--- src/rtl/core/osm_pkg.sv ---
// Shared constants, request codes and queue word type for the one-shot sample mixer.
package osm_pkg;

    localparam int TAKE_COUNT_DEF  = 4;
    localparam int STORE_DEPTH_DEF = 65536;

    localparam int SMP_W  = 16;
    localparam int LEN_W  = 17;
    localparam int VOL_W  = 8;
    localparam int IDX_IN_W = 2;

    localparam logic [VOL_W-1:0] VOLUME_MAX = 8'd200;
    localparam int GAIN_DIVISOR = 100;

    // scaled = trunc(prod / 100) via |prod| * RECIP >> RECIP_SHIFT, exact for |prod| < 2^23
    localparam int RECIP_SHIFT = 30;
    localparam longint RECIP_VAL = ((64'd1 << RECIP_SHIFT) + GAIN_DIVISOR - 1) / GAIN_DIVISOR;
    localparam int RECIP_W = 24;
    localparam logic [RECIP_W-1:0] RECIP = RECIP_VAL[RECIP_W-1:0];

    localparam logic signed [SMP_W-1:0] SAT_HIGH = 16'sh7fff;
    localparam logic signed [SMP_W-1:0] SAT_LOW  = -16'sh8000;

    localparam int QUEUE_DEPTH = 4;
    localparam int QPTR_W = $clog2(QUEUE_DEPTH);
    localparam int QCNT_W = $clog2(QUEUE_DEPTH + 1);

    typedef enum logic [1:0] {
        REQ_MIX     = 2'd0,
        REQ_TRIGGER = 2'd1,
        REQ_SAMPLE  = 2'd2,
        REQ_TAKE    = 2'd3
    } req_t;

    // one mix frame handed from front to back
    typedef struct packed {
        logic signed [SMP_W-1:0] left;
        logic signed [SMP_W-1:0] right;
        logic signed [SMP_W-1:0] sample;  // zero when nothing plays
        logic [VOL_W-1:0]        vol;
        logic                    mixed;
    } mix_word_t;

endpackage

--- src/rtl/core/osm_back.sv ---
// Back end: gain multiply, divide by 100, saturating add into both channels.
module osm_back (
    input  logic                              aclk,
    input  logic                              aresetn,
    input  logic                              head_valid,
    input  osm_pkg::mix_word_t                head_word,
    output logic                              pop,
    output logic                              m_valid,
    input  logic                              m_ready,
    output logic signed [osm_pkg::SMP_W-1:0]  m_left_out,
    output logic signed [osm_pkg::SMP_W-1:0]  m_right_out,
    output logic                              m_effect_mixed
);
    import osm_pkg::*;

    localparam int PROD_W = SMP_W + VOL_W + 1;
    localparam int MAG_W  = PROD_W - 1;
    localparam int QP_W   = MAG_W + RECIP_W;
    localparam int Q_W    = QP_W - RECIP_SHIFT;
    localparam int SUM_W  = Q_W + 2;

    logic                     en;

    logic                     b1_valid_reg;
    logic signed [PROD_W-1:0] b1_prod_reg;
    logic signed [SMP_W-1:0]  b1_left_reg, b1_right_reg;
    logic                     b1_mixed_reg;

    logic                     b2_valid_reg;
    logic [QP_W-1:0]          b2_qp_reg;
    logic                     b2_neg_reg;
    logic signed [SMP_W-1:0]  b2_left_reg, b2_right_reg;
    logic                     b2_mixed_reg;

    logic                     m_valid_reg;
    logic signed [SMP_W-1:0]  m_left_reg, m_right_reg;
    logic                     m_mixed_reg;

    logic [MAG_W-1:0]         b1_mag;
    logic [Q_W-1:0]           quot;
    logic signed [SUM_W-1:0]  scaled;
    logic signed [SUM_W-1:0]  sum_l, sum_r;

    function automatic logic signed [SMP_W-1:0] sat16(input logic signed [SUM_W-1:0] v);
        if (v > SUM_W'(SAT_HIGH)) begin
            return SAT_HIGH;
        end else if (v < SUM_W'(SAT_LOW)) begin
            return SAT_LOW;
        end
        return SMP_W'(v);
    endfunction

    assign en  = !m_valid_reg || m_ready;
    assign pop = en && head_valid;

    assign b1_mag = b1_prod_reg[PROD_W-1] ? MAG_W'(-b1_prod_reg) : MAG_W'(b1_prod_reg);
    assign quot   = b2_qp_reg[QP_W-1:RECIP_SHIFT];
    assign scaled = b2_neg_reg ? -$signed(SUM_W'(quot)) : $signed(SUM_W'(quot));
    assign sum_l  = SUM_W'(b2_left_reg) + scaled;
    assign sum_r  = SUM_W'(b2_right_reg) + scaled;

    always_ff @(posedge aclk) begin
        if (!aresetn) begin
            b1_valid_reg <= 1'b0;
            b2_valid_reg <= 1'b0;
            m_valid_reg  <= 1'b0;
        end else if (en) begin
            b1_valid_reg <= head_valid;
            b2_valid_reg <= b1_valid_reg;
            m_valid_reg  <= b2_valid_reg;
        end
    end

    always_ff @(posedge aclk) begin
        if (en) begin
            b1_prod_reg  <= PROD_W'(head_word.sample) * $signed({1'b0, head_word.vol});
            b1_left_reg  <= head_word.left;
            b1_right_reg <= head_word.right;
            b1_mixed_reg <= head_word.mixed;

            b2_qp_reg    <= QP_W'(b1_mag) * QP_W'(RECIP);
            b2_neg_reg   <= b1_prod_reg[PROD_W-1];
            b2_left_reg  <= b1_left_reg;
            b2_right_reg <= b1_right_reg;
            b2_mixed_reg <= b1_mixed_reg;

            m_left_reg   <= sat16(sum_l);
            m_right_reg  <= sat16(sum_r);
            m_mixed_reg  <= b2_mixed_reg;
        end
    end

    assign m_valid        = m_valid_reg;
    assign m_left_out     = m_left_reg;
    assign m_right_out    = m_right_reg;
    assign m_effect_mixed = m_mixed_reg;

endmodule
--- config.mk ---
export PLATFORM = sky130hd
export DESIGN_NAME = osm_back
export DESIGN_NICKNAME = d
export VERILOG_FILES = /design/src/rtl/core/osm_pkg.sv /design/src/rtl/core/osm_back.sv
export SDC_FILE = /design/constraint.sdc
export NUM_CORES = 1
export LEC_CHECK = 0
export BUFFER_PORTS_ARGS = -buffer_cell sky130_fd_sc_hd__clkbuf_2
export CORE_UTILIZATION = 45
export DETAILED_ROUTE_END_ITERATION = 16
export PLACE_DENSITY = 0.71
export SKIP_CTS_REPAIR_TIMING = 1
export SYNTH_ARGS = -nofsm -noshare
export SYNTH_HDL_FRONTEND = slang
export SYNTH_SLANG_ARGS = --single-unit
--- constraint.sdc ---
create_clock -name aclk -period 9.3 [get_ports aclk]
set_input_delay 0.93 -clock aclk [delete_from_list [all_inputs] [get_ports aclk]]
set_output_delay 0.93 -clock aclk [all_outputs]
set_load 0.02 [all_outputs]
==> results by group <==
Clock tree
  – CTS Sinks: about 150
  – Root Driver: sky130_fd_sc_hd__clkbuf_16
  – Clock buffer depth: 2
  – Skew-Pair Late Insertion Delay: 0.45 ns
  – Number of buffers added by the clock tree synthesis step: 17
  – Number of levels the H-tree was split into: 4
  – Clock-pin slew on the worst setup and hold paths: 0.06 ns
  – Clock tree from TritonCTS: built

Drt
  – TritonRoute pass-1 iters: 5
  – Post-detailed-route DRC marker count: 0
  – Detail-routed net length per standard cell: 16.8 um
  – Count of vias placed by the detailed router: between 15k and 20k
  – WL final: 50.9 mm
  – Via count normalized by instance count: between 4 and 5
  – Violation count after the first detailed-route iteration: about 740
  – Antenna-violating nets left: 0

Placed design
  – Detailed Place HPWL: ~45 mm
  – Port Buffer Count: 95
  – Placer congestion estimate: 0.976

Yosys
  – Top-area cell type share of the netlist area: between 20% and 30%
  – Post-synth design cell area: about 23000 um2
  – Number of distinct standard cells referenced by the synthesized netlist: 73
  – Primary flip-flop cell chosen by synthesis mapping: sky130_fd_sc_hd__edfxtp_1
  – Asr flop ratio synth: 0%
  – Ys Warns: 0
  – Cell types with the highest counts after synthesis: sky130_fd_sc_hd__inv_1, sky130_fd_sc_hd__ha_1, sky130_fd_sc_hd__fa_1
  – Library cell with the highest instance count after synthesis: sky130_fd_sc_hd__inv_1
  – Cell types with the largest area share after synthesis: sky130_fd_sc_hd__fa_1, sky130_fd_sc_hd__ha_1, sky130_fd_sc_hd__edfxtp_1
  – Post-synth EDFFs: ~140
  – Net count of the mapped netlist: 2960
  – Mean post-synth cell area: between 10 and 15 um2
  – Number of instances in the synthesized netlist: between 2k and 2.5k
  – Synthesis-stage register bit count: 146
  – Seq/Total Area, Yosys: between 10% and 20%
  – Leading area contributor after synthesis: sky130_fd_sc_hd__fa_1

Setup path
  – Arrival time of data at the critical path endpoint: 8.94 ns
  – Crit-path max FO: 10
  – Required time of the worst setup path: between 9 and 10 ns
  – R2R setup slack: roughly 0.54 ns
  – Reg2reg start: b1_prod_reg[0]
  – Crit path max-delay cell type: sky130_fd_sc_hd__edfxtp_1
  – Worst setup path class: flip-flop to flip-flop
  – Worst setup endpoint: b2_qp_reg[47]
  – Delay of the slowest cell on the worst path: 0.58 ns
  – R2R depth: 29
  – Source of the critical timing path: b1_prod_reg[0]
  – R2r endpoint: b2_qp_reg[47]
  – Category of the worst setup path launch point: flip-flop
  – CP Capture Type: flip-flop

Global routing
  – Remaining Overflow, GRT: 0
  – Antenna violations before repair: 0
  – Overall track demand over capacity in global routing: about a fifth
  – Global-route wire length before repair: between 80 and 90 mm
  – Via count of the first global-routing pass: 16.3k
  – Pin count of the biggest net entering global routing: between 70 and 80

Floorplan
  – I/O pin count: 96
  – Die H: approximately 230 um
  – Core area: roughly 49000 um2
  – Std cell rows: between 80 and 90
  – Effective utilization at floorplan: between 40 and 50%
  – Die Outline Area: 51100 um2
  – Chip Width: 226 um

Run
  – Max capacitance violation total: 0

Final layout
  – Flip-flop count of the largest register after layout: 25
  – Number of diodes added for antenna fixing: 0
  – Filler cell count in the final layout: about 4.5k
  – Net total in the final layout: 3075
  – Share of final-layout standard cells stronger than drive strength 1: 7.89%
  – Synth-to-layout area growth: 9.17%
  – Final core utilization: 50.0%

STA
  – Slew at the pin with the worst max-slew slack: around 1.1 ns
  – Setup clock skew after layout: approximately 0.012 ns
  – Tightest slew margin relative to the limit: 28.3%
  – Maximum achievable frequency: ~110 MHz
  – Crit path time final: 8.76 ns
  – Finish-stage setup viols: 0
  – Unrepaired setup endpoints after global routing: false
  – Hold Fails Final Rpt: 0
  – Setup TNS: 0 ns
  – Max-slew violation count: 0
  – Min Hold Slack: 0.417 ns
  – Period utilisation layout: 94.1%

Outcome
  – Status: finished, final reports clean

Hold path
  – Path category of the worst min-delay check: flip-flop to flip-flop
-- cell type report --
class	count	area, um2	share of cell area [%]
multi-input cells	1454	15900	64.4
repair buffers	119	656	2.66
inverters	607	2280	9.25
flip-flops and latches	146	4350	17.7
well taps	664	831	3.37
clock inverters	13	228	0.924
clock buffers	19	433	1.76
-- cells by family (layout without fill, tap and decap cells) --
family	Yosys count	count (layout)	synth area share (%)
AOI/OAI and AO/OA	287	287	8.70
xor gates and xnor gates	135	135	5.31
adders and majority gates	669	669	47.8
buffers and inverters	630	758	10.6
and+or+nand+nor	360	360	8.23
muxes	3	3	0.133
DFF	146	146	19.3
-- worst min path at each step --
stage / from / end / slack, ns / cells after the start
floorplan: b1_left_reg[0] / b2_left_reg[0] / 0.40 / 0
global placement: b1_mixed_reg / b2_mixed_reg / 0.40 / 0
detailed placement: b1_mixed_reg / b2_mixed_reg / 0.41 / 0
CTS: b1_mixed_reg / b2_mixed_reg / 0.42 / 0
global route: b1_right_reg[2] / b2_right_reg[2] / 0.43 / 0
finish: b1_right_reg[2] / b2_right_reg[2] / 0.42 / 0
-- critical path: cells and delay by family (launching register included) --
family,cells,cell delay [ns]
xor gates and xnor gates,2,0.48
AOI/OAI and AO/OA,6,1.25
adders and majority gates,9,4.00
DFF,1,0.58
and+or+nand+nor,5,1.28
buffers and inverters,7,0.89
-- per-layer routing --
metal | part of all wire [%] | track usage, % | wire length, um | vias to the layer above
met3 | 2.9 | 2.35 | 1450 | 62
li1 | - | - | - | 7338
met5 | 0 | 0 | 0 | -
met1 | 44 | 26.1 | 22200 | 7427
met4 | 2.3 | 6.17 | 1170 | 0
met2 | 51 | 38.2 | 26000 | 281
-- metrics by stage --
| step | worst slack, ns | instances | instance area (um2) |
|---|---|---|---|
| 2_1_floorplan | 0.995 | 2230 | 22600 |
| 3_3_place_gp | 0.697 | 2990 | 24000 |
| 3_5_place_dp | 0.505 | 2990 | 24000 |
| 4_1_cts | 0.423 | 3022 | 24600 |
| 5_1_grt | 0.0532 | 3022 | 24600 |
| 6_report | 0.544 | 3022 | 24600 |
-- cell usage in the layout (no fill, tap or decap), types with 63 or more instances in the layout --
cell                       instances
sky130_fd_sc_hd__inv_1           604
sky130_fd_sc_hd__and2_1           85
sky130_fd_sc_hd__nand2_1          89
sky130_fd_sc_hd__clkbuf_2         95
sky130_fd_sc_hd__a21oi_1          63
sky130_fd_sc_hd__edfxtp_1        143
sky130_fd_sc_hd__fa_1            321
sky130_fd_sc_hd__ha_1            348
sky130_fd_sc_hd__nor2_1           73
sky130_fd_sc_hd__xnor2_1          89
Power is left out: the tool's default activity adds up to more than one toggle a clock period on the data nets, which glitch-free logic cannot reach.
