==> src/rtl/core/osm_pkg.sv <==
// Shared constants, request codes and queue word type for the one-shot sample mixer.
package osm_pkg;

    localparam int TAKE_COUNT_DEF  = 4;
    localparam int STORE_DEPTH_DEF = 65536;

    localparam int SMP_W  = 16;
    localparam int LEN_W  = 17;
    localparam int VOL_W  = 8;
    localparam int IDX_IN_W = 2;

    localparam logic [VOL_W-1:0] VOLUME_MAX = 8'd200;
    localparam int GAIN_DIVISOR = 100;

    // scaled = trunc(prod / 100) via |prod| * RECIP >> RECIP_SHIFT, exact for |prod| < 2^23
    localparam int RECIP_SHIFT = 30;
    localparam longint RECIP_VAL = ((64'd1 << RECIP_SHIFT) + GAIN_DIVISOR - 1) / GAIN_DIVISOR;
    localparam int RECIP_W = 24;
    localparam logic [RECIP_W-1:0] RECIP = RECIP_VAL[RECIP_W-1:0];

    localparam logic signed [SMP_W-1:0] SAT_HIGH = 16'sh7fff;
    localparam logic signed [SMP_W-1:0] SAT_LOW  = -16'sh8000;

    localparam int QUEUE_DEPTH = 4;
    localparam int QPTR_W = $clog2(QUEUE_DEPTH);
    localparam int QCNT_W = $clog2(QUEUE_DEPTH + 1);

    typedef enum logic [1:0] {
        REQ_MIX     = 2'd0,
        REQ_TRIGGER = 2'd1,
        REQ_SAMPLE  = 2'd2,
        REQ_TAKE    = 2'd3
    } req_t;

    // one mix frame handed from front to back
    typedef struct packed {
        logic signed [SMP_W-1:0] left;
        logic signed [SMP_W-1:0] right;
        logic signed [SMP_W-1:0] sample;  // zero when nothing plays
        logic [VOL_W-1:0]        vol;
        logic                    mixed;
    } mix_word_t;

endpackage

==> src/rtl/core/osm_queue.sv <==
// Short FIFO of mix words between the front and back ends.
module osm_queue (
    input  logic               aclk,
    input  logic               aresetn,
    input  logic               push,
    input  osm_pkg::mix_word_t push_word,
    input  logic               pop,
    output logic               head_valid,
    output osm_pkg::mix_word_t head_word,
    output logic [osm_pkg::QCNT_W-1:0] count
);
    import osm_pkg::*;

    mix_word_t             buf_reg [QUEUE_DEPTH];
    logic [QPTR_W-1:0]     wr_ptr_reg, wr_ptr_next;
    logic [QPTR_W-1:0]     rd_ptr_reg, rd_ptr_next;
    logic [QCNT_W-1:0]     count_reg, count_next;

    function automatic logic [QPTR_W-1:0] ptr_inc(input logic [QPTR_W-1:0] p);
        return (p == QPTR_W'(QUEUE_DEPTH - 1)) ? '0 : p + 1'b1;
    endfunction

    always_comb begin
        wr_ptr_next = push ? ptr_inc(wr_ptr_reg) : wr_ptr_reg;
        rd_ptr_next = pop  ? ptr_inc(rd_ptr_reg) : rd_ptr_reg;
        count_next  = count_reg;
        if (push && !pop) begin
            count_next = count_reg + 1'b1;
        end else if (pop && !push) begin
            count_next = count_reg - 1'b1;
        end
    end

    always_ff @(posedge aclk) begin
        if (!aresetn) begin
            wr_ptr_reg <= '0;
            rd_ptr_reg <= '0;
            count_reg  <= '0;
        end else begin
            wr_ptr_reg <= wr_ptr_next;
            rd_ptr_reg <= rd_ptr_next;
            count_reg  <= count_next;
        end
    end

    always_ff @(posedge aclk) begin
        if (push) begin
            buf_reg[wr_ptr_reg] <= push_word;
        end
    end

    assign head_valid = (count_reg != '0);
    assign head_word  = buf_reg[rd_ptr_reg];
    assign count      = count_reg;

    a_no_overflow: assert property (@(posedge aclk) disable iff (!aresetn)
        push |-> (count_reg < QCNT_W'(QUEUE_DEPTH)) || pop)
        else $error("queue push while full");

    a_no_underflow: assert property (@(posedge aclk) disable iff (!aresetn)
        pop |-> (count_reg != '0))
        else $error("queue pop while empty");

    a_count_track: assert property (@(posedge aclk) disable iff (!aresetn)
        $past(aresetn) |->
            (count_reg == $past(count_reg) + QCNT_W'($past(push)) - QCNT_W'($past(pop))))
        else $error("queue count out of step with push/pop");

endmodule

==> config.mk <==
export PLATFORM = sky130hd
export DESIGN_NAME = osm_queue
export DESIGN_NICKNAME = d
export VERILOG_FILES = /design/src/rtl/core/osm_pkg.sv /design/src/rtl/core/osm_queue.sv
export SDC_FILE = /design/constraint.sdc
export NUM_CORES = 1
export LEC_CHECK = 0
export ABC_AREA = 1
export BUFFER_PORTS_ARGS = -buffer_cell sky130_fd_sc_hd__buf_2
export CELL_PAD_IN_SITES_DETAIL_PLACEMENT = 0
export CELL_PAD_IN_SITES_GLOBAL_PLACEMENT = 2
export CORE_UTILIZATION = 36
export CTS_CLUSTER_SIZE = 28
export DETAILED_ROUTE_END_ITERATION = 7
export PLACE_DENSITY_LB_ADDON = 0.12
export SLEW_MARGIN = 20
export SYNTH_ARGS = -nofsm -noshare
export SYNTH_HDL_FRONTEND = slang
export SYNTH_SLANG_ARGS = --single-unit
==> constraint.sdc <==
create_clock -name aclk -period 2.05 [get_ports aclk]
set_clock_uncertainty 0.1 [all_clocks]
set_input_delay 0.205 -clock aclk [delete_from_list [all_inputs] [get_ports aclk]]
set_output_delay 0.205 -clock aclk [all_outputs]
set_load 0.01 [all_outputs]
==> impl_metrics.toml, run 1 <==
[global_route]
wire_length_of_the_first_global_routing_pass_um = 32000
grt_util_met3_pct = 3.28
antenna_found_initial = 0
groute.usage.overall_pct = 16.3
grt_start_max_net_pins = 61
gr-usage-met1_pct = 20.8
grt_pass1_vias = 5875
grt-ovfl-total = 0
grt_use_met2_pct = 28.9
gr-max-usage-layer = "met2"

[sta]
fin_crit_sh_pct = 100
finalMaxSlewViolations = 0
setup_slack_ns = -0.000771
slew_headroom_pct = 57.7
rsz_0062_raised_after_global_routing = "yes"
hold_viol = 0
report.final.setup_viol = 1
fmaxAchievable_mhz = 488
layout_min_cycle_time_ns = 2.05
max_slew.worst_pin.slew_ns = 0.635

[setup_path]
end_kind = "output port"
critical_path_required_ns = 1.75
critical_path_arrival_ns = 1.75
criticalPathCategory = "flip-flop to output port"
worstSetupStartpointType = "flip-flop"
timing.critical_path.fanout_max = 14

[pwr]
pwr_density_cell_nw_per_um2 = 973
peakVddDrop_uv = 646
power.static_leakage_nw = 4.17

[place]
placement.setup.worst_slack_ns = 0.279
placed_cells = 1038
place_congestion = 0.709
detailed_place_hpwl_um = 11300
placement.io_buffers = 121

[detailed_routing]
drt-total-wl_um = 22000
first_pass_iters = 4
drt_first_iter_violations = 273
routed-via-count = 5714
antenna_violation_net_count_after_detailed_routing = 0
route.detailed.drc = 0
drt-vias-per-instance = 4.94
avgRoutedWirePerCell_um = 19.0

[synthesis]
post_synth_inst_count = 610
ys_ff_latch = 237
syn-mean-instance-area_um2 = 14.6
ys_types = 21
yosysWarningCount = 0
postSynthNetCount = 678
synth.yosys.seq_area_share_pct = 79.1
mappedNetlistArea_um2 = 8890

[cells_and_area]
largest_register_ff_count = 228
final_layout_size_suffix_gt1_share_pct = 25.2
fillerInstances = 2193
fin_cells = 1156
finalNetCount = 880
flow.area_growth_from_synthesis_pct = 31.4
n_antenna_cell = 0

[floorplanning]
chipWidth_um = 159
core_um2 = 24200
fp.dieArea_um2 = 25300
initial_core_utilization_pct = 36.7
io-pin-count = 122
num_rows = 57
dieHeight_um = 159

[status]
violations = "negative setup slack"
status = "finished, violations left"

[clocking]
tritoncts = "yes"
cts.clk_slew.worst_paths_ns = 0.06
clockRootBuffer = "sky130_fd_sc_hd__clkbuf_16"
cts_inserted_buffers = 26
htree_num_levels = 1
clk-insertion-delay-late_ns = 0.51
ctsLongestPathBuffers = 3
cts.sink_count = 237

[worst_hold_path]
hold_crit_path_type = "input port to flip-flop"

[run]
maximum_capacitance_violations = 0
[cells by family after synthesis]
kind of cell	synth area share (%)
flip-flops	79.1
AO/OA/AOI/OAI	10.8
buffers and inverters	3.18
adder cells (fa/ha/maj)	1.07
AND/OR/NAND/NOR	5.81
XOR/XNOR	0.0986
[path summary, 6_finish.rpt]
path                 startpoint        endpoint  slack [ns]  cells past startpoint
setup reg to reg  wr_ptr_reg[0]  buf_reg[2][48]        0.30                      5
hold / removal    push_word[51]  buf_reg[2][51]        0.33                      2
setup / recovery      flip-flop   head_word[43]     -0.0008                      5
hold reg to reg   wr_ptr_reg[1]   wr_ptr_reg[1]        0.42                      2
[cell type report]
cell class,instances,area (µm²),area share [%]
Timing Repair Buffer,210,1670,14.3
Clock buffer,31,691,5.91
Multi-Input combinational cell,321,1640,14.0
Sequential cell,237,7030,60.2
Clock inverter,17,139,1.19
Tap cell,324,405,3.47
Inverter,16,100,0.857
[layer usage]
metal  share of wire, %  up-vias
li1                   -     2706
met1                 46     2827
met2                 48      152
met3                5.1       29
met4                1.4        0
met5                  0        -
[worst max-delay path: stages (launching register included)]
cell and delay, ns:
sky130_fd_sc_hd__dfxtp_4 0.45, sky130_fd_sc_hd__buf_4 0.18, sky130_fd_sc_hd__clkbuf_16 0.19, sky130_fd_sc_hd__nor2_1 0.06, sky130_fd_sc_hd__o22ai_1 0.17, sky130_fd_sc_hd__buf_2 0.17
[report_power, final]
group          internal (mW)  total (mW)  leakage [nW]  switching, mW
Sequential              5.53        5.60          2.17         0.0709
Clock                   2.65        4.46         0.405           1.80
Combinational          0.534        1.31          1.60          0.774
[metrics by stage]
step	setup TNS [ns]	utilization, %	hold WS [ns]	area (µm²)	power (mW)
floorplan	0	-	0.204	8900	6.28
global placement	0	41.0	0.315	9950	6.77
detailed placement	0	41.0	0.321	9950	6.80
CTS	-0.289	47.1	0.309	11400	11.4
global route	-1.06	48.2	0.322	11700	11.9
finish	-0.000771	48.2	0.335	11700	11.4
[repair_timing]
item / 4_1_cts / 5_1_grt
cloned: 0 / 6
gates resized for setup: 12 / 64
endpoints found under the hold margin: 237 / 0
setup endpoints to repair: 57 / 47
pin swaps: 0 / 2
setup buffers: 0 / 4
hold buffers: 60 / 0
[placed cells by master (no fill, tap or decap)]
cell / n
sky130_fd_sc_hd__a21oi_1: 3
sky130_fd_sc_hd__buf_12: 8
sky130_fd_sc_hd__buf_16: 3
sky130_fd_sc_hd__buf_2: 120
sky130_fd_sc_hd__buf_4: 10
sky130_fd_sc_hd__buf_6: 4
sky130_fd_sc_hd__buf_8: 2
sky130_fd_sc_hd__bufinv_16: 2
sky130_fd_sc_hd__clkbuf_1: 4
sky130_fd_sc_hd__clkbuf_16: 30
sky130_fd_sc_hd__clkinv_1: 6
sky130_fd_sc_hd__clkinv_2: 6
sky130_fd_sc_hd__clkinv_8: 2
sky130_fd_sc_hd__clkinvlp_4: 6
sky130_fd_sc_hd__dfxtp_1: 7
sky130_fd_sc_hd__dfxtp_4: 2
sky130_fd_sc_hd__dlygate4sd3_1: 60
sky130_fd_sc_hd__edfxtp_1: 228
sky130_fd_sc_hd__fa_1: 1
sky130_fd_sc_hd__ha_1: 6
sky130_fd_sc_hd__inv_1: 10
sky130_fd_sc_hd__inv_8: 1
sky130_fd_sc_hd__nand2_1: 9
sky130_fd_sc_hd__nand3_1: 1
sky130_fd_sc_hd__nand4_1: 1
sky130_fd_sc_hd__nor2_1: 120
sky130_fd_sc_hd__nor2_2: 3
sky130_fd_sc_hd__nor3_1: 2
sky130_fd_sc_hd__o21ai_0: 66
sky130_fd_sc_hd__o21ai_1: 45
sky130_fd_sc_hd__o21ai_2: 6
sky130_fd_sc_hd__o22ai_1: 52
sky130_fd_sc_hd__o22ai_2: 5
sky130_fd_sc_hd__xor2_1: 1
[synth_stat cells (all sizes together)]
cell type | number | area (µm²)
dfxtp | 9 | 180
buf | 19 | 156
xor2 | 1 | 8.76
ha | 6 | 75.1
o22ai | 57 | 357
a21oi | 3 | 15.0
clkbuf | 17 | 66.3
edfxtp | 228 | 6850
fa | 1 | 20.0
nand2 | 9 | 33.8
nand4 | 1 | 6.26
nor2 | 123 | 462
nand3 | 1 | 5.00
inv | 16 | 60.1
nor3 | 2 | 10.0
o21ai | 117 | 586
Note: power is estimated with default switching activity, not from simulation.
==> run 2, diff against run 1 <==
--- a/config.mk
+++ b/config.mk
@@ -13,6 +13,7 @@
 export CTS_CLUSTER_SIZE = 28
 export DETAILED_ROUTE_END_ITERATION = 7
 export PLACE_DENSITY_LB_ADDON = 0.12
+export RECOVER_POWER = 100
 export SLEW_MARGIN = 20
 export SYNTH_ARGS = -nofsm -noshare
 export SYNTH_HDL_FRONTEND = slang
==> impl_metrics.toml, run 2 (synthesized netlist as in run 1, its figures left out) <==
[sta]
finalMaxSlewViolations = 0
fin_crit_sh_pct = 100
layout_min_cycle_time_ns = 2.05
rsz_0062_raised_after_global_routing = "yes"
report.final.setup_viol = 0
slew_headroom_pct = 47.3
max_slew.worst_pin.slew_ns = 0.790
fmaxAchievable_mhz = 488
hold_viol = 0

[pwr]
clock_power_share_pct = 39.3
switchingPower_mw = 2.65
peakVddDrop_uv = 647
pwr_density_cell_nw_per_um2 = 982
sw_frac_of_total_pct = 23.4
combPwrFrac_pct = 11.2
power.internal_mw = 8.69
post-layout-total-power_mw = 11.3
power.static_leakage_nw = 3.98
seqPwrFrac_pct = 49.4

[floorplanning]
num_rows = 57
dieHeight_um = 159
core_um2 = 24200
chipWidth_um = 159
io-pin-count = 122
fp.dieArea_um2 = 25300
initial_core_utilization_pct = 36.7

[detailed_routing]
route.detailed.drc = 0
drt-total-wl_um = 21900
routed-via-count = 5694
avgRoutedWirePerCell_um = 18.9
drt_first_iter_violations = 263
antenna_violation_net_count_after_detailed_routing = 0
drt-vias-per-instance = 4.93
first_pass_iters = 4

[global_route]
groute.usage.overall_pct = 16.3
wire_length_of_the_first_global_routing_pass_um = 32000
grt_pass1_vias = 5875
grt-ovfl-total = 0
grt_start_max_net_pins = 61
antenna_found_initial = 0

[setup_path]
rr_endpoint = "buf_reg[3][37]"
reg2reg_slack_ns = 0.19
reg2reg_depth = 4
timing.critical_path.fanout_max = 14
critical_path.reg2reg.startpoint = "wr_ptr_reg[0]"
criticalPathCategory = "flip-flop to output port"
critical_path_arrival_ns = 1.74
worstSetupStartpointType = "flip-flop"
end_kind = "output port"
critical_path_required_ns = 1.75

[worst_hold_path]
hold_crit_path_type = "input port to flip-flop"
holdPathEnd = "buf_reg[2][51]"
worst_hold_startpoint = "push_word[51]"
min_path_cells = 2

[cells_and_area]
mostFrequentLayoutCells = "sky130_fd_sc_hd__edfxtp_1, sky130_fd_sc_hd__nor2_1, sky130_fd_sc_hd__o21ai_0, sky130_fd_sc_hd__clkbuf_1, sky130_fd_sc_hd__dlygate4sd3_1"
final_layout_size_suffix_gt1_share_pct = 17.8
largest_register_ff_count = 228
flow.area_growth_from_synthesis_pct = 29.9
final_core_utilization_pct = 47.6
layout_commonest_cell = "sky130_fd_sc_hd__edfxtp_1"
fillerInstances = 2214
finalNetCount = 880
n_antenna_cell = 0

[clocking]
cts_inserted_buffers = 26
cts.sink_count = 237
cts.clk_slew.worst_paths_ns = 0.06
htree_num_levels = 1
clockRootBuffer = "sky130_fd_sc_hd__clkbuf_16"
ctsLongestPathBuffers = 3
tritoncts = "yes"
clk-insertion-delay-late_ns = 0.51

[place]
detailed_place_hpwl_um = 11300
place_congestion = 0.709
placement.io_buffers = 121

[status]
status = "completed"

[run]
maximum_capacitance_violations = 0
## run 2: changes by cell type in the layout (fill, tap and decap cells not counted), sizes merged
cell    change
buf        -71
clkbuf     +71
## run 2: final cells by class
cell class              instances  area, µm²  share of cell area [%]
inverters                      16       92.6                   0.802
clock buffers                  31        691                    5.98
flip-flops and latches        237       7030                    60.9
clock inverters                17        139                    1.20
multi-input cells             321       1640                    14.2
repair buffers                210       1540                    13.4
well taps                     324        405                    3.51
## run 2: how the worst max path moves through the flow
stage | from | endpoint | slack [ns] | cells after the start
floorplan | wr_ptr_reg[0] | buf_reg[0][0] | 0.03 | 4
global placement | wr_ptr_reg[0] | buf_reg[2][7] | 0.30 | 5
detailed placement | wr_ptr_reg[0] | buf_reg[2][24] | 0.28 | 5
CTS | flip-flop | head_word[32] | -0.05 | 4
global route | flip-flop | head_word[53] | -0.06 | 5
finish | flip-flop | head_word[43] | 0.0005 | 5
## run 2: routing by layer
layer	routed length, µm	track usage (%)	vias to the layer above
met3	1030	3.28	30
met5	0	0	-
met2	10400	28.9	135
met4	337	3.32	0
met1	10100	20.8	2821
li1	-	-	2708
## run 2: worst max-delay path, cell delays in order, from the launching register on
cell and delay, ns:
sky130_fd_sc_hd__dfxtp_4 0.45, sky130_fd_sc_hd__buf_4 0.18, sky130_fd_sc_hd__clkbuf_16 0.19, sky130_fd_sc_hd__nor2_1 0.06, sky130_fd_sc_hd__o22ai_1 0.17, sky130_fd_sc_hd__buf_2 0.17
## run 2: metrics by stage
| stage | TNS [ns] | hold slack, ns | std cells | instance area, µm² | setup WS, ns |
|---|---|---|---|---|---|
| after floorplan | 0 | 0.204 | 610 | 8900 | 0.0250 |
| after global placement | 0 | 0.315 | 1038 | 9950 | 0.305 |
| after detailed placement | 0 | 0.321 | 1038 | 9950 | 0.279 |
| after CTS | -0.289 | 0.309 | 1146 | 11400 | -0.0515 |
| after global routing | -1.06 | 0.383 | 1156 | 11500 | -0.0649 |
| final | 0 | 0.383 | 1156 | 11500 | 0.000465 |
## run 2: what timing repair did
item / in CTS / in global routing
pin swaps: 0 / 2
gates cloned: 0 / 6
setup buffers: 0 / 4
gates resized for setup: 12 / 64
hold buffers: 60 / 0
endpoints found under the setup margin: 57 / 47
hold endpoints to repair: 237 / 0
## run 2: power groups by stage
stage / clock, mW / sequential, mW / combinational (mW)
after global routing: 4.80 / 5.62 / 1.40
after global placement: 0 / 5.68 / 1.09
final: 4.46 / 5.61 / 1.27
after CTS: 4.60 / 5.60 / 1.22
after floorplan: 0 / 5.69 / 0.592
after detailed placement: 0 / 5.69 / 1.11
